## src/rtl/esc_pkg.sv

```systemverilog
// Shared types and constants for the epoch seconds to calendar core.
// Used by esc_front, esc_back and the top level.
`default_nettype none

package esc_pkg;

    localparam int CFG_IDX_W  = 1;
    localparam int CFG_DATA_W = 17;
    localparam logic [CFG_IDX_W-1:0] CFG_TZ_OFFSET = 1'b0;
    localparam logic [CFG_IDX_W-1:0] CFG_DAYLIGHT  = 1'b1;

    localparam int SECS_PER_MIN  = 60;
    localparam int SECS_PER_HOUR = 3600;
    localparam int SECS_PER_DAY  = 86400;
    localparam int SEC_W         = 17;
    localparam int EPOCH_YEAR_OFS = 70;

    localparam logic [3:0] MONTH_JAN = 4'd0;
    localparam logic [3:0] MONTH_FEB = 4'd1;
    localparam logic [3:0] MONTH_MAR = 4'd2;
    localparam logic [3:0] MONTH_APR = 4'd3;
    localparam logic [3:0] MONTH_MAY = 4'd4;
    localparam logic [3:0] MONTH_JUN = 4'd5;
    localparam logic [3:0] MONTH_JUL = 4'd6;
    localparam logic [3:0] MONTH_AUG = 4'd7;
    localparam logic [3:0] MONTH_SEP = 4'd8;
    localparam logic [3:0] MONTH_OCT = 4'd9;
    localparam logic [3:0] MONTH_NOV = 4'd10;
    localparam logic [3:0] MONTH_DEC = 4'd11;

    typedef enum logic [1:0] {
        BK_IDLE,
        BK_DIV,
        BK_WALK,
        BK_DONE
    } t_back_state;

    typedef struct packed {
        logic daylight;
        logic clamped;
    } t_job_flags;

    typedef struct packed {
        logic [5:0] second_of_minute;
        logic [5:0] minute_of_hour;
        logic [4:0] hour_of_day;
        logic [2:0] weekday;
        logic [8:0] day_of_year;
        logic [3:0] month_index;
        logic [4:0] day_of_month;
        logic [7:0] years_since_1900;
        logic       daylight_flag;
        logic       clamped;
    } t_result;

    function automatic logic [4:0] month_len(input logic [3:0] mon, input logic leap);
        logic [4:0] len;
        case (mon)
            MONTH_FEB: len = leap ? 5'd29 : 5'd28;
            MONTH_APR, MONTH_JUN, MONTH_SEP, MONTH_NOV: len = 5'd30;
            MONTH_JAN, MONTH_MAR, MONTH_MAY, MONTH_JUL,
            MONTH_AUG, MONTH_OCT, MONTH_DEC: len = 5'd31;
            default: len = 5'd31;
        endcase
        return len;
    endfunction

endpackage

`default_nettype wire

```

## src/rtl/esc_front.sv

```systemverilog
// Front stage: configuration registers, timezone and daylight adjustment, clamping.
// Depends on esc_pkg; feeds esc_queue with a packed job word.
`default_nettype none

module esc_front #(
    parameter int TIME_BITS = 32
) (
    input  wire logic                            i_clk,
    input  wire logic                            i_rst_n,
    input  wire logic                            i_cfg_we,
    input  wire logic [esc_pkg::CFG_IDX_W-1:0]   i_cfg_index,
    input  wire logic [esc_pkg::CFG_DATA_W-1:0]  i_cfg_data,
    input  wire logic                            i_valid,
    output logic                                 o_ready,
    input  wire logic [31:0]                     i_epoch_seconds,
    output logic                                 o_push,
    input  wire logic                            i_push_ready,
    output logic [TIME_BITS+2:0]                 o_job
);
    import esc_pkg::*;

    localparam int TW = TIME_BITS + 1;
    localparam int AW = TIME_BITS + 2;

    logic signed [CFG_DATA_W-1:0] r_tz;
    logic                         r_dst;
    logic                         r_valid;
    logic [TW-1:0]                r_time;
    t_job_flags                   r_flags;
    logic signed [AW-1:0]         w_adj;
    logic                         w_take;

    assign w_adj = $signed(AW'(i_epoch_seconds)) - AW'(r_tz)
                 + (r_dst ? AW'(SECS_PER_HOUR) : AW'(0));
    assign o_ready = !r_valid || i_push_ready;
    assign w_take  = i_valid && o_ready;
    assign o_push  = r_valid;
    assign o_job   = {r_flags, r_time};

    always_ff @(posedge i_clk) begin
        if (!i_rst_n) begin
            r_tz    <= '0;
            r_dst   <= 1'b0;
            r_valid <= 1'b0;
        end else begin
            if (i_cfg_we) begin
                case (i_cfg_index)
                    CFG_TZ_OFFSET: r_tz <= $signed(i_cfg_data);
                    CFG_DAYLIGHT:  r_dst <= i_cfg_data[0];
                    default: ;
                endcase
            end
            if (w_take) begin
                r_valid <= 1'b1;
            end else if (i_push_ready) begin
                r_valid <= 1'b0;
            end
        end
    end

    always_ff @(posedge i_clk) begin
        if (w_take) begin
            r_flags.daylight <= r_dst;
            r_flags.clamped  <= w_adj[AW-1];
            r_time           <= w_adj[AW-1] ? '0 : w_adj[TW-1:0];
        end
    end

endmodule

`default_nettype wire

```

## src/rtl/esc_queue.sv

```systemverilog
// Two-entry job queue between the front and back stages.
// No package dependencies beyond the width parameter.
`default_nettype none

module esc_queue #(
    parameter int WIDTH = 35
) (
    input  wire logic             i_clk,
    input  wire logic             i_rst_n,
    input  wire logic             i_push,
    input  wire logic [WIDTH-1:0] i_data,
    output logic                  o_ready,
    output logic                  o_valid,
    output logic [WIDTH-1:0]      o_data,
    input  wire logic             i_pop
);
    logic [WIDTH-1:0] r_slot [2];
    logic             r_wptr;
    logic             r_rptr;
    logic [1:0]       r_count;
    logic             w_push;
    logic             w_pop;

    assign o_ready = (r_count != 2'd2);
    assign o_valid = (r_count != 2'd0);
    assign o_data  = r_slot[r_rptr];
    assign w_push  = i_push && o_ready;
    assign w_pop   = i_pop && o_valid;

    always_ff @(posedge i_clk) begin
        if (!i_rst_n) begin
            r_wptr  <= 1'b0;
            r_rptr  <= 1'b0;
            r_count <= 2'd0;
        end else begin
            if (w_push) begin
                r_wptr <= !r_wptr;
            end
            if (w_pop) begin
                r_rptr <= !r_rptr;
            end
            r_count <= r_count + {1'b0, w_push} - {1'b0, w_pop};
        end
    end

    always_ff @(posedge i_clk) begin
        if (w_push) begin
            r_slot[r_wptr] <= i_data;
        end
    end

    a_no_overflow: assert property (@(posedge i_clk) disable iff (!i_rst_n)
        r_count != 2'd3)
        else $error("queue count out of range");

    a_pop_only_valid: assert property (@(posedge i_clk) disable iff (!i_rst_n)
        (i_pop && !i_push && r_count != 2'd0) |=> (r_count == $past(r_count) - 2'd1))
        else $error("queue count did not drop after pop");

endmodule

`default_nettype wire

```

## src/rtl/esc_back.sv

```systemverilog
// Back stage: day split by reciprocal multiplication, then parallel year/month walk and
// time-of-day walk. Depends on esc_pkg; takes jobs from esc_queue and holds one result register.
`default_nettype none

module esc_back #(
    parameter int TIME_BITS = 32
) (
    input  wire logic               i_clk,
    input  wire logic               i_rst_n,
    input  wire logic               i_q_valid,
    input  wire logic [TIME_BITS+2:0] i_q_data,
    output logic                    o_pop,
    output logic                    o_valid,
    input  wire logic               i_ready,
    output esc_pkg::t_result        o_result
);
    import esc_pkg::*;

    localparam int TW            = TIME_BITS + 1;
    localparam int DW            = TW - 16;
    localparam int YW            = DW - 8;
    localparam int CW            = 1;
    localparam int DAY_SHIFT     = 7;
    localparam int DAY_ODD       = SECS_PER_DAY >> DAY_SHIFT;
    localparam int XW            = TW - DAY_SHIFT;
    localparam int KD            = XW + $clog2(DAY_ODD);
    localparam int DAYS_PER_WEEK = 7;
    localparam int K7            = DW + $clog2(DAYS_PER_WEEK);
    localparam logic [XW:0] DAY_RECIP =
        (XW+1)'(((64'd1 << KD) + 64'(DAY_ODD) - 64'd1) / 64'(DAY_ODD));
    localparam logic [DW:0] WEEK_RECIP =
        (DW+1)'(((64'd1 << K7) + 64'(DAYS_PER_WEEK) - 64'd1) / 64'(DAYS_PER_WEEK));

    t_back_state      r_state, n_state;
    logic             r_out_valid, n_out_valid;
    t_result          r_out, n_out;
    logic [TW-1:0]    r_quot, n_quot;
    logic [CW-1:0]    r_cnt, n_cnt;
    logic [2:0]       r_wd, n_wd;
    t_job_flags       r_flags, n_flags;
    logic [DW-1:0]    r_days, n_days;
    logic [SEC_W-1:0] r_sec, n_sec;
    logic [4:0]       r_hour, n_hour;
    logic [5:0]       r_min, n_min;
    logic [YW-1:0]    r_yoff, n_yoff;
    logic [1:0]       r_m4, n_m4;
    logic [6:0]       r_m100, n_m100;
    logic [8:0]       r_m400, n_m400;
    logic [3:0]       r_mon, n_mon;
    logic [8:0]       r_doy, n_doy;
    logic             r_mon_phase, n_mon_phase;
    logic             r_cal_done, n_cal_done;
    logic             r_min_phase, n_min_phase;
    logic             r_tod_done, n_tod_done;

    logic             w_leap;
    logic [8:0]       w_year_len;
    logic [4:0]       w_mon_len;
    logic [2*XW:0]    w_day_prod;
    logic [DW-1:0]    w_days_q;
    logic [SEC_W-1:0] w_day_secs;
    logic [SEC_W-1:0] w_sec_rem;
    logic [2*DW:0]    w_week_prod;
    logic [DW-3:0]    w_week_q;
    logic [2:0]       w_wd;
    logic [3:0]       w_wd4;
    logic [YW-1:0]    w_year;

    assign w_leap      = (r_m4 == 2'd0) && ((r_m100 != 7'd0) || (r_m400 == 9'd0));
    assign w_year_len  = w_leap ? 9'd366 : 9'd365;
    assign w_mon_len   = month_len(r_mon, w_leap);
    assign w_day_prod  = (2*XW+1)'(r_quot[TW-1:DAY_SHIFT]) * (2*XW+1)'(DAY_RECIP);
    assign w_days_q    = w_day_prod[2*XW:KD];
    assign w_day_secs  = SEC_W'(r_days * DW'(SECS_PER_DAY));
    assign w_sec_rem   = r_quot[SEC_W-1:0] - w_day_secs;
    assign w_week_prod = (2*DW+1)'(r_days) * (2*DW+1)'(WEEK_RECIP);
    assign w_week_q    = w_week_prod[2*DW:K7];
    assign w_wd        = 3'(r_days - DW'(w_week_q) * DW'(DAYS_PER_WEEK));
    assign w_wd4       = {1'b0, r_wd} + 4'd4;
    assign w_year      = r_yoff + YW'(EPOCH_YEAR_OFS);
    assign o_valid     = r_out_valid;
    assign o_result    = r_out;

    always_comb begin
        n_state     = r_state;
        n_out_valid = r_out_valid && !i_ready;
        n_out       = r_out;
        n_quot      = r_quot;
        n_cnt       = r_cnt;
        n_wd        = r_wd;
        n_flags     = r_flags;
        n_days      = r_days;
        n_sec       = r_sec;
        n_hour      = r_hour;
        n_min       = r_min;
        n_yoff      = r_yoff;
        n_m4        = r_m4;
        n_m100      = r_m100;
        n_m400      = r_m400;
        n_mon       = r_mon;
        n_doy       = r_doy;
        n_mon_phase = r_mon_phase;
        n_cal_done  = r_cal_done;
        n_min_phase = r_min_phase;
        n_tod_done  = r_tod_done;
        o_pop       = 1'b0;
        case (r_state)
            BK_IDLE: begin
                if (i_q_valid) begin
                    o_pop       = 1'b1;
                    n_quot      = i_q_data[TW-1:0];
                    n_flags     = t_job_flags'(i_q_data[TW+1:TW]);
                    n_cnt       = '0;
                    n_wd        = 3'd0;
                    n_hour      = 5'd0;
                    n_min       = 6'd0;
                    n_yoff      = '0;
                    n_m4        = 2'd2;
                    n_m100      = 7'd70;
                    n_m400      = 9'd370;
                    n_mon       = MONTH_JAN;
                    n_mon_phase = 1'b0;
                    n_cal_done  = 1'b0;
                    n_min_phase = 1'b0;
                    n_tod_done  = 1'b0;
                    n_state     = BK_DIV;
                end
            end
            BK_DIV: begin
                if (r_cnt == '0) begin
                    n_days = w_days_q;
                    n_cnt  = CW'(1);
                end else begin
                    n_sec   = w_sec_rem;
                    n_wd    = w_wd;
                    n_state = BK_WALK;
                end
            end
            BK_WALK: begin
                if (!r_mon_phase) begin
                    if (r_days >= DW'(w_year_len)) begin
                        n_days = r_days - DW'(w_year_len);
                        n_yoff = r_yoff + YW'(1);
                        n_m4   = r_m4 + 2'd1;
                        n_m100 = (r_m100 == 7'd99) ? 7'd0 : r_m100 + 7'd1;
                        n_m400 = (r_m400 == 9'd399) ? 9'd0 : r_m400 + 9'd1;
                    end else begin
                        n_doy       = r_days[8:0];
                        n_mon_phase = 1'b1;
                    end
                end else if (!r_cal_done) begin
                    if ((r_days < DW'(w_mon_len)) || (r_mon == MONTH_DEC)) begin
                        n_cal_done = 1'b1;
                    end else begin
                        n_days = r_days - DW'(w_mon_len);
                        n_mon  = r_mon + 4'd1;
                    end
                end
                if (!r_min_phase) begin
                    if (r_sec >= SEC_W'(SECS_PER_HOUR)) begin
                        n_sec  = r_sec - SEC_W'(SECS_PER_HOUR);
                        n_hour = r_hour + 5'd1;
                    end else begin
                        n_min_phase = 1'b1;
                    end
                end else if (!r_tod_done) begin
                    if (r_sec >= SEC_W'(SECS_PER_MIN)) begin
                        n_sec = r_sec - SEC_W'(SECS_PER_MIN);
                        n_min = r_min + 6'd1;
                    end else begin
                        n_tod_done = 1'b1;
                    end
                end
                if (r_cal_done && r_tod_done) begin
                    n_state = BK_DONE;
                end
            end
            BK_DONE: begin
                if (!r_out_valid || i_ready) begin
                    n_out.second_of_minute = r_sec[5:0];
                    n_out.minute_of_hour   = r_min;
                    n_out.hour_of_day      = r_hour;
                    n_out.weekday          = (w_wd4 >= 4'd7) ? 3'(w_wd4 - 4'd7) : w_wd4[2:0];
                    n_out.day_of_year      = r_doy;
                    n_out.month_index      = r_mon;
                    n_out.day_of_month     = 5'(r_days[4:0] + 5'd1);
                    n_out.years_since_1900 = w_year[7:0];
                    n_out.daylight_flag    = r_flags.daylight;
                    n_out.clamped          = r_flags.clamped;
                    n_out_valid            = 1'b1;
                    n_state                = BK_IDLE;
                end
            end
            default: begin
                n_state = BK_IDLE;
            end
        endcase
    end

    always_ff @(posedge i_clk) begin
        if (!i_rst_n) begin
            r_state     <= BK_IDLE;
            r_out_valid <= 1'b0;
        end else begin
            r_state     <= n_state;
            r_out_valid <= n_out_valid;
        end
    end

    always_ff @(posedge i_clk) begin
        r_out       <= n_out;
        r_quot      <= n_quot;
        r_cnt       <= n_cnt;
        r_wd        <= n_wd;
        r_flags     <= n_flags;
        r_days      <= n_days;
        r_sec       <= n_sec;
        r_hour      <= n_hour;
        r_min       <= n_min;
        r_yoff      <= n_yoff;
        r_m4        <= n_m4;
        r_m100      <= n_m100;
        r_m400      <= n_m400;
        r_mon       <= n_mon;
        r_doy       <= n_doy;
        r_mon_phase <= n_mon_phase;
        r_cal_done  <= n_cal_done;
        r_min_phase <= n_min_phase;
        r_tod_done  <= n_tod_done;
    end

    a_div_steps: assert property (@(posedge i_clk) disable iff (!i_rst_n)
        (r_state == BK_DIV && r_cnt == CW'(1)) |=> (r_state == BK_WALK))
        else $error("day split did not end after two steps");

    a_done_loads: assert property (@(posedge i_clk) disable iff (!i_rst_n)
        (r_state == BK_DONE && (!r_out_valid || i_ready)) |=> (r_out_valid && r_state == BK_IDLE))
        else $error("finished item was not loaded into the result register");

endmodule

`default_nettype wire

```

## src/rtl/epoch_seconds_to_calendar_core.sv

```systemverilog
// Top level of the epoch seconds to calendar converter.
// Depends on esc_pkg, esc_front, esc_queue and esc_back.
//
// Channel   Direction  Handshake                 Payload
// input     in         i_valid / o_ready         i_epoch_seconds
// result    out        o_valid / i_ready         o_second_of_minute .. o_clamped
// config    in         i_cfg_we (no wait)        i_cfg_index, i_cfg_data
//
// The back stage takes a request, splits days from seconds by reciprocal multiplication,
// then walks years and months (one per cycle) while the hours and minutes walk alongside,
// and loads the result once the result register is free.
// Reset is synchronous and active low; it clears the configuration, state and valid registers and empties the queue.
// The input accepts items into a two-entry queue while the back stage is busy or its
// result waits to be taken.
`default_nettype none

module epoch_seconds_to_calendar_core #(
    parameter int TIME_BITS = 32
) (
    input  wire logic                            i_clk,
    input  wire logic                            i_rst_n,
    input  wire logic                            i_cfg_we,
    input  wire logic [esc_pkg::CFG_IDX_W-1:0]   i_cfg_index,
    input  wire logic [esc_pkg::CFG_DATA_W-1:0]  i_cfg_data,
    input  wire logic                            i_valid,
    output logic                                 o_ready,
    input  wire logic [31:0]                     i_epoch_seconds,
    output logic                                 o_valid,
    input  wire logic                            i_ready,
    output logic [5:0]                           o_second_of_minute,
    output logic [5:0]                           o_minute_of_hour,
    output logic [4:0]                           o_hour_of_day,
    output logic [2:0]                           o_weekday,
    output logic [8:0]                           o_day_of_year,
    output logic [3:0]                           o_month_index,
    output logic [4:0]                           o_day_of_month,
    output logic [7:0]                           o_years_since_1900,
    output logic                                 o_daylight_flag,
    output logic                                 o_clamped
);
    import esc_pkg::*;

    localparam int QW = TIME_BITS + 3;

    logic          w_push;
    logic          w_push_ready;
    logic [QW-1:0] w_job;
    logic          w_q_valid;
    logic [QW-1:0] w_q_data;
    logic          w_pop;
    t_result       w_result;

    esc_front #(
        .TIME_BITS(TIME_BITS)
    ) u_front (
        .i_clk          (i_clk),
        .i_rst_n        (i_rst_n),
        .i_cfg_we       (i_cfg_we),
        .i_cfg_index    (i_cfg_index),
        .i_cfg_data     (i_cfg_data),
        .i_valid        (i_valid),
        .o_ready        (o_ready),
        .i_epoch_seconds(i_epoch_seconds),
        .o_push         (w_push),
        .i_push_ready   (w_push_ready),
        .o_job          (w_job)
    );

    esc_queue #(
        .WIDTH(QW)
    ) u_queue (
        .i_clk  (i_clk),
        .i_rst_n(i_rst_n),
        .i_push (w_push),
        .i_data (w_job),
        .o_ready(w_push_ready),
        .o_valid(w_q_valid),
        .o_data (w_q_data),
        .i_pop  (w_pop)
    );

    esc_back #(
        .TIME_BITS(TIME_BITS)
    ) u_back (
        .i_clk    (i_clk),
        .i_rst_n  (i_rst_n),
        .i_q_valid(w_q_valid),
        .i_q_data (w_q_data),
        .o_pop    (w_pop),
        .o_valid  (o_valid),
        .i_ready  (i_ready),
        .o_result (w_result)
    );

    assign o_second_of_minute = w_result.second_of_minute;
    assign o_minute_of_hour   = w_result.minute_of_hour;
    assign o_hour_of_day      = w_result.hour_of_day;
    assign o_weekday          = w_result.weekday;
    assign o_day_of_year      = w_result.day_of_year;
    assign o_month_index      = w_result.month_index;
    assign o_day_of_month     = w_result.day_of_month;
    assign o_years_since_1900 = w_result.years_since_1900;
    assign o_daylight_flag    = w_result.daylight_flag;
    assign o_clamped          = w_result.clamped;

endmodule

`default_nettype wire
```

## config.mk

```make
export PLATFORM = sky130hd
export DESIGN_NAME = epoch_seconds_to_calendar_core
export DESIGN_NICKNAME = d
export VERILOG_FILES = /design/src/rtl/esc_pkg.sv /design/src/rtl/esc_front.sv /design/src/rtl/esc_queue.sv /design/src/rtl/esc_back.sv /design/src/rtl/epoch_seconds_to_calendar_core.sv
export SDC_FILE = /design/constraint.sdc
export NUM_CORES = 1
export LEC_CHECK = 0
export BUFFER_PORTS_ARGS = -buffer_cell sky130_fd_sc_hd__buf_2
export CELL_PAD_IN_SITES_DETAIL_PLACEMENT = 0
export CELL_PAD_IN_SITES_GLOBAL_PLACEMENT = 1
export CORE_UTILIZATION = 45
export CTS_CLUSTER_DIAMETER = 30
export DETAILED_ROUTE_END_ITERATION = 16
export GPL_TIMING_DRIVEN = 1
export MAX_ROUTING_LAYER = met4
export PLACE_DENSITY_LB_ADDON = 0.1
export SYNTH_ARGS = -nofsm -noshare
export SYNTH_HDL_FRONTEND = slang
export SYNTH_SLANG_ARGS = --single-unit
```

## constraint.sdc

```tcl
create_clock -name i_clk -period 6.9 [get_ports i_clk]
set_input_delay 0 -clock i_clk [delete_from_list [all_inputs] [get_ports i_clk]]
set_output_delay 0 -clock i_clk [all_outputs]
set_load 0.05 [all_outputs]
```

==> results of run 1 <==
worst max-delay path, delay by kind of cell, from the launching register on:
| family | cells | cell delay (ns) |
|---|---|---|
| compound gates | 4 | 0.71 |
| fa+ha+maj | 8 | 3.80 |
| buf+inv | 5 | 0.42 |
| flops | 1 | 0.41 |
| simple gates | 5 | 1.16 |
flip-flops by register name (all words and copies together), names as in the netlist, 7 cells and up:
name,cells
u_back.o_result,48
u_back.r_days,17
u_back.r_doy,9
u_back.r_m100,7
u_back.r_m400,9
u_back.r_quot,33
u_back.r_sec,17
u_back.r_yoff,8
u_front.r_time,33
u_front.r_tz,17
u_queue.r_slot,70
routing by layer:
layer,global-route usage (%),part of all wire [%],vias to the layer above
met2,36.7,50,326
met1,25.9,44,9014
met3,3.29,3.6,97
met4,7.52,2.9,0
met5,-,0,-
li1,-,-,9147
cell families (layout without fill, tap and decap cells):
family | after synthesis | after routing | synth area share [%]
DFF | 306 | 306 | 31.7
adders and majority gates | 737 | 737 | 39.2
and+or+nand+nor | 440 | 440 | 7.55
muxes | 45 | 45 | 1.77
buffers and inverters | 564 | 890 | 7.60
xor gates and xnor gates | 135 | 135 | 4.20
AOI/OAI and AO/OA | 332 | 332 | 7.90
through the flow:
stage	cells	util, %	cell area (um^2)	setup TNS [ns]
6_report	3722	53.8	33200	0
3_3_place_gp	3520	48.7	30000	0
3_5_place_dp	3520	48.7	30000	0
4_1_cts	3717	53.7	33100	0
2_1_floorplan	2559	-	28100	0
5_1_grt	3722	53.8	33200	-0.0138
final cells by class:
type                    count  area (um^2)  share of cell area (%)
clock buffers              98         2010                    6.07
clock inverters            38          474                    1.43
well taps                 837         1050                    3.15
flip-flops and latches    306         8930                    26.9
inverters                 528         1980                    5.97
multi-input cells        1689        17200                    51.7
repair buffers            226         1590                    4.79
final timing paths:
| path | end | slack (ns) | depth (start not counted) |
|---|---|---|---|
| worst max-delay path | u_back.r_days[16] | 0.28 | 22 |
| worst min-delay path | u_front.r_time[20] | 0.07 | 5 |
| worst max register to register | u_back.r_days[16] | 0.28 | 22 |
| worst min register to register | u_back.o_result[21] | 0.41 | 0 |
cells in the final DEF, fill, tap and decap left out, types with 45 or more instances in the layout:
cell type      synthesis  layout
buf_4                  0      61
inv_1                527     527
fa_1                 242     242
buf_2                  0     104
clkbuf_16              0      76
edfxtp_1             280     280
xnor2_1               88      88
ha_1                 495     494
xor2_1                47      47
nand3_1               45      45
a21oi_1               89      89
nand2_1              142     142
nor2_1                98      96
o21ai_0               65      65
dlygate4sd3_1          0      61
what timing repair did:
item                                    in CTS  in global routing
hold buffers                                61                  0
hold endpoints to repair                    28                  0
endpoints found under the setup margin       0                 10
gates resized for setup                      0                  8
setup buffers                                0                  5
==> impl_results.md, run 1 <==
* RR Startpoint: u_back.r_quot[15]
* Clock slew at reported path FFs at 0.05 ns
* Drt initial violations at 857
* Critical Path AT at 7.08 ns
* CP max stage delay at 0.66 ns
* PortBufs at 104
* Worst-Margin Slew at 1.08 ns
* Final HPWL DP at 52.3 mm
* CTS Buffer Depth at 3
* Worst-path maximum fanout at 5
* First-pass GRT wire length at 103 mm
* CP startpoint: u_back.r_quot[15]
* Outcome: finished clean
* Peak Freq at 151 MHz
* Hold Fails Final Rpt at 0
* Min Clock Period, post-route at 6.62 ns
* Most common cell in the netlist: inv_1
* Crit Path Class: flip-flop to flip-flop
* Top FF cell, synth: edfxtp_1
* IO Pins at 105
* Slowest CP cell: fa_1
* Top cell type's share of synthesized area at 29.9%
* Vias at 18,600
* Initial antenna violation count at 0
* Crit path required time at 7.36 ns
* Most frequent CP cell: fa_1
* Final setup fails at 0
* CTS Buf Count at 75
* CTS sink cnt at 306
* Fin crit share at 96.0%
* Post-synthesis sequential area ratio at 31.7%
* Largest net degree at the start of global routing at 77
* YS warnings at 0
* Synth top cells by count: 527 x inv_1, 495 x ha_1, 280 x edfxtp_1
* Max Transition Viols Final at 0
* Slew headroom at 28.0%
* Async SR Flop Fraction at 0%
* Endpoint class of the critical path: flip-flop
* Avg Inst Size Synth at 11.0 um^2
* Worst slack, placed at 0.163 ns
* Initial core utilization at 45.6%
* Number of global-route vias before repair at 19,700
* CTS tree: done
* Ranking of synthesized cells by area: edfxtp_1 30%, ha_1 22%, fa_1 17%, inv_1 7.0%, xnor2_1 2.7%
* Clock Skews at 0.0274 ns
* Row cnt at 91
* Register bit count reported by yosys at 306
* Congestion Overflow GR at 0
* Max_cap viols at 0
* Area Growth Syn to Fin at 18.0%
* Die area at 63,500 um^2
* CTS root buf: clkbuf_16
* Worst setup SP type: flip-flop
* Hold_sp: i_epoch_seconds[20]
* Routed wire length at 64.2 mm
* Setup ws final at 0.276 ns
* Area leader, netlist: edfxtp_1
* Die width at 252 um
* Die H at 252 um
* Antenna Cells at 0
* Syn Nets at 3,351
* Synth Cell Area at 28,100 um^2
* Hold Path Class: input pin to flip-flop
* # DRC at 0
* Core Region at 61,700 um^2
* Fin nets at 3,618
* GRT Util Overall at 21.5%
* Post-DRT Antenna Nets at 0
* Min Hold Slack at 0.0683 ns
* Share of layout cells above drive strength 1 at 11.6%
* H-tree levels at 3
* Placer Congestion at 0.960
* Wirelength per Cell at 17.2 um
* Fill count at 5,431
* Drt pass-1 iters at 5
* Critical-path cell list: fa_1, ha_1, inv_1, fa_1, inv_1, fa_1, inv_1, fa_1, fa_1, fa_1, inv_1, ha_1, nand4_1, nor3_2, nand2_1, a211oi_2, buf_4, o41ai_4, o21ai_1, a211oi_2, or4b_1, nand3_1
* Vias per cell at 4.99
* Latest clock arrival within the worst-skew pair at 0.60 ns
* Yosys cell types at 71
* Post-synthesis cell count at 2,559
* Number of synthesized flops with an enable pin at 280
Power of run 1 is left out: the tool's default activity adds up to more than one toggle a clock period on the data nets, which glitch-free logic cannot reach.
==> run 2, diff against run 1 <==
SYNTH_HIERARCHICAL = 1   (was default)
==> impl_results.md, run 2 <==
* Drt pass-1 iters at 5
* Die H at 254 um
* Worst-Margin Slew at 1.16 ns
* Latest clock arrival within the worst-skew pair at 0.61 ns
* PortBufs at 104
* Congestion Overflow GR at 0
* Routed wl met3 at 3.46 mm
* Vias at 19,300
* Final HPWL DP at 55.1 mm
* Placer Congestion at 0.947
* Max reg flops at 70
* Multi-input logic area at 17,500 um^2
* Avg Inst Size Synth at 10.9 um^2
* Synth top cells by count: 522 x inv_1, 493 x ha_1, 280 x edfxtp_1
* IO Pins at 105
* Async SR Flop Fraction at 0%
* CTS root buf: clkbuf_16
* Commonest cells after routing, fill and taps aside: 522 x inv_1, 492 x ha_1, 280 x edfxtp_1
* Worst-path maximum fanout at 5
* Metal2 WL at 32.1 mm
* Clock Skews at 0.0388 ns
* Top cell type's share of synthesized area at 29.3%
* Routed wire length at 67.9 mm
* Post-synthesis cell count at 2,631
* Area leader, netlist: edfxtp_1
* Critical Path AT at 6.92 ns
* Vias per cell at 5.09
* Drt initial violations at 1,026
* Wirelength per Cell at 17.9 um
* Hold Path Class: input pin to flip-flop
* Peak Freq at 152 MHz
* Row cnt at 92
* Worst setup SP type: flip-flop
* Yosys cell types at 84
* R2R Path End: u_back/r_days[14]
* CTS Buf Count at 73
* RR Startpoint: u_back/r_quot[13]
* Final setup fails at 0
* Fin nets at 3,669
* Crit Path Class: flip-flop to flip-flop
* Ranking of synthesized cells by area: edfxtp_1 29%, ha_1 22%, fa_1 17%, inv_1 6.8%, xnor2_1 2.6%
* Setup ws final at 0.321 ns
* CP startpoint: u_back/r_quot[13]
* GRT Util Overall at 22.7%
* Synth Cell Area at 28,700 um^2
* DRT met1 WL at 31.2 mm
* YS warnings at 6
* Non-Filler Instances at 3,786
* Initial core utilization at 45.5%
* R2R depth at 22
* Setup Total Neg Slack at 0 ns
* H-tree levels at 3
* Outcome: finished clean
* Dpl cells at 3,589
* Clock slew at reported path FFs at 0.05 ns
* CP endpoint: u_back/r_days[14]
* CTS Buffer Depth at 3
* Register bit count reported by yosys at 307
* Area Growth Syn to Fin at 17.4%
* Post-DRT Antenna Nets at 0
* Biggest register: u_queue/r_slot
* Post-synthesis sequential area ratio at 31.2%
* # DRC at 0
* Worst slack, placed at 0.166 ns
* RSZ-0062 raised after global routing: no
* Hold Fails Final Rpt at 0
* Crit path required time at 7.24 ns
* First-pass GRT wire length at 110 mm
* R2r setup slk at 0.32 ns
* Slew headroom at 22.8%
* Min Hold Slack at 0.0588 ns
* Most common cell after layout, fill and taps aside: inv_1
* CTS sink cnt at 307
* Number of global-route vias before repair at 20,500
* Initial antenna violation count at 1
* Number of synthesized flops with an enable pin at 280
* Core Region at 63,000 um^2
* Endpoint class of the critical path: flip-flop
* Max Transition Viols Final at 0
* Largest net degree at the start of global routing at 45
* CTS tree: done
* Max layer used: met4
* Fill count at 5,628
* Die area at 64,700 um^2
* Fin crit share at 95.3%
* Top FF cell, synth: edfxtp_1
* Share of layout cells above drive strength 1 at 11.8%
* Die width at 254 um
* Most common cell in the netlist: inv_1
* Min Clock Period, post-route at 6.58 ns
* Max_cap viols at 0
* FF/Latch Area at 8950 um^2
* Syn Nets at 3,421
run 2: layout make-up:
| type | count | share of cell area [%] |
|---|---|---|
| diodes | 1 | 0.00744 |
| clock buffers | 80 | 5.51 |
| clock inverters | 55 | 2.34 |
| inverters | 525 | 5.86 |
| multi-input cells | 1760 | 52.1 |
| flip-flops and latches | 307 | 26.6 |
| well taps | 846 | 3.15 |
| repair buffers | 212 | 4.39 |
run 2: how the worst min path moves through the flow:
stage / start / to / slack [ns] / depth (start not counted)
6_report: i_epoch_seconds[2] / u_front/r_time[2] / 0.06 / 5
5_1_grt: i_epoch_seconds[5] / u_front/r_time[5] / 0.09 / 5
4_1_cts: i_epoch_seconds[2] / u_front/r_time[2] / 0.02 / 5
3_5_place_dp: i_cfg_data[12] / u_front/r_tz[12] / 0.26 / 3
3_3_place_gp: i_cfg_data[12] / u_front/r_tz[12] / 0.25 / 3
2_1_floorplan: i_rst_n / u_queue/r_count[0] / 0.12 / 1
run 2: routing by layer:
layer  GRT usage (%)  up-vias
li1                -     9428
met3            5.05       71
met4            5.65        0
met5               -        -
met1            28.9     9405
met2            36.6      354
run 2: cells by family (layout without fill, tap and decap cells):
family	after synthesis	in the layout	synth area share, %
fa+ha+maj	735	735	38.4
buf+inv	564	872	7.67
simple gates	465	465	7.71
compound gates	379	379	8.65
flops	307	307	31.2
xor+xnor	133	133	4.07
mux	48	48	2.24
other cells	0	1	0
run 2: critical path, stage by stage (launching register included):
cell and delay [ns]:
edfxtp_1 0.47, inv_1 0.15, ha_1 0.35, inv_1 0.12, fa_1 0.43, ha_1 0.28, inv_1 0.05, fa_1 0.49
inv_1 0.05, fa_1 0.46, fa_1 0.54, inv_1 0.05, fa_1 0.53, inv_1 0.04, ha_1 0.36, and3_4 0.22
and4_1 0.24, nand3_1 0.09, o32ai_1 0.12, or4_4 0.60, a221oi_2 0.35, nor2_1 0.09, a211o_1 0.23
run 2: per-stage QoR:
stage          cell area [um^2]  util [%]
2_1_floorplan             28700         -
3_3_place_gp              30400      48.3
3_5_place_dp              30400      48.3
4_1_cts                   33600      53.4
5_1_grt                   33600      53.4
6_report                  33600      53.4
run 2: repair_timing:
action	CTS	global route
hold buffers	58	0
resized for setup	0	1
endpoints found under the hold margin	29	0
endpoints found under the setup margin	0	7
setup buffers	0	3
Power of run 2 is left out for the same reason.
==> run 3, diff against run 2 <==
clock period = 7.6 ns   (was 6.9 ns; I/O delays follow)
==> impl_results.md, run 3 (same netlist as run 2, synthesis figures left out) <==
* Drt pass-1 iters at 5
* Final setup fails at 0
* Setup Total Neg Slack at 0 ns
* Share of layout cells above drive strength 1 at 11.3%
* Area Growth Syn to Fin at 16.8%
* Worst setup SP type: flip-flop
* Crit Path Class: flip-flop to flip-flop
* Worst-Margin Slew at 1.18 ns
* Post-DRT Antenna Nets at 0
* PortBufs at 104
* Fin nets at 3,650
* Most frequent CP cell: fa_1
* Endpoint class of the critical path: flip-flop
* Crit path required time at 7.93 ns
* Peak Freq at 146 MHz
* Largest net degree at the start of global routing at 73
* Final core occ at 53.1%
* Fin crit share at 90.4%
* Initial core utilization at 45.5%
* Die width at 254 um
* Hold Path Class: input pin to flip-flop
* Clock Skews at 0.0553 ns
* CP startpoint: u_back/r_quot[31]
* Initial antenna violation count at 0
* Postcts setup bufs at 0
* IO Pins at 105
* Biggest register: u_queue/r_slot
* Worst-path maximum fanout at 9
* CP max stage delay at 0.63 ns
* Vias per cell at 5.09
* H-tree levels at 3
* R2r setup slk at 0.73 ns
* R2R depth at 20
* Hold_sp: i_epoch_seconds[6]
* Final HPWL DP at 55.4 mm
* Min Clock Period, post-route at 6.87 ns
* Most common cell after layout, fill and taps aside: inv_1
* Antenna Cells at 0
* # DRC at 0
* Crit path depth at 20
* First-pass GRT wire length at 112 mm
* Buf/Inv on CP at 4
* Drt initial violations at 744
* Hold Fails Final Rpt at 0
* Max layer used: met4
* CTS Buffer Depth at 3
* GRT Util Overall at 23.2%
* Congestion Overflow GR at 0
* CTS tree: done
* CP top delay family: adder cells
* CTS sink cnt at 307
* Core Region at 63,000 um^2
* Routed wl met3 at 2.55 mm
* Die area at 64,700 um^2
* Metal2 WL at 33.0 mm
* Slowest CP cell: nor4_1
* Vias at 19,200
* Max_cap viols at 0
* Wirelength per Cell at 18.3 um
* CTS root buf: clkbuf_16
* Row cnt at 92
* RR Startpoint: u_back/r_quot[31]
* R2R Path End: u_back/r_days[10]
* CTS Buf Count at 76
* Latest clock arrival within the worst-skew pair at 0.64 ns
* Max reg flops at 70
* Critical Path AT at 7.20 ns
* Number of global-route vias before repair at 20,500
* Max Transition Viols Final at 0
* DRT met1 WL at 32.0 mm
* RSZ-0062 raised after global routing: no
* CP endpoint: u_back/r_days[10]
* Slew headroom at 21.5%
* Critical-path cell list: fa_1, inv_1, fa_1, inv_1, fa_1, inv_1, fa_1, inv_1, fa_1, fa_1, ha_1, ha_1, nand3_1, nor4_1, nand4_1, o221ai_1, nor2_1, o311ai_1, xnor2_1, o21ai_1
* Routed wire length at 68.9 mm
* Commonest cells after routing, fill and taps aside: 522 x inv_1, 492 x ha_1, 280 x edfxtp_1
* Placer Congestion at 0.938
* Outcome: finished clean
* Die H at 254 um
* Clock slew at reported path FFs at 0.05 ns
run 3: changes by cell type in the layout (fill, tap and decap cells not counted), sizes merged:
cell and delta:
buf -23, clkinvlp -4, inv +8, dlygate4sd3 +1, clkinv +7, diode -1, bufinv -7
run 3: worst min-delay path by stage:
stage,endpoint,cells past startpoint
3_3_place_gp,u_front/r_tz[12],3
4_1_cts,u_front/r_time[6],5
5_1_grt,u_front/r_time[12],5
6_report,u_front/r_time[6],5
3_5_place_dp,u_front/r_tz[7],3
2_1_floorplan,u_queue/r_count[0],1
run 3: worst register-to-register path, stage by stage, from the launching register on:
cell      delay (ns)
edfxtp_1        0.60
fa_1            0.59
inv_1           0.05
fa_1            0.47
inv_1           0.05
fa_1            0.55
inv_1           0.06
fa_1            0.53
inv_1           0.06
fa_1            0.51
fa_1            0.50
ha_1            0.31
ha_1            0.37
nand3_1         0.11
nor4_1          0.63
nand4_1         0.16
o221ai_1        0.40
nor2_1          0.10
o311ai_1        0.34
xnor2_1         0.16
o21ai_1         0.07
run 3: layout make-up:
class | count | area (um^2)
Sequential cell | 307 | 8950
Fill cell | 5683 | 29500
Multi-Input combinational cell | 1760 | 17500
Tap cell | 846 | 1060
Timing Repair Buffer | 190 | 1310
Inverter | 525 | 1970
Clock inverter | 59 | 713
Clock buffer | 80 | 1920
run 3: through the flow:
step	std cells	hold WS, ns	cell area (um^2)	worst slack (ns)
floorplan	2631	0.122	28700	1.33
global placement	3569	0.252	30200	0.784
detailed placement	3569	0.260	30200	0.678
CTS	3767	0.00203	33500	0.671
global route	3767	0.0418	33500	0.284
finish	3767	0.0427	33500	0.729
run 3: timing repair:
| action | 4_1_cts | 5_1_grt |
|---|---|---|
| resized for setup | 0 | 0 |
| hold buffers | 59 | 0 |
| hold endpoints to repair | 30 | 0 |
run 3: per-layer routing:
layer | track usage (%) | vias to the layer above
li1 | - | 9384
met1 | 29.8 | 9423
met2 | 37.9 | 277
met3 | 3.76 | 81
met4 | 6.08 | 0
met5 | - | -
Power of run 3 is left out for the same reason.
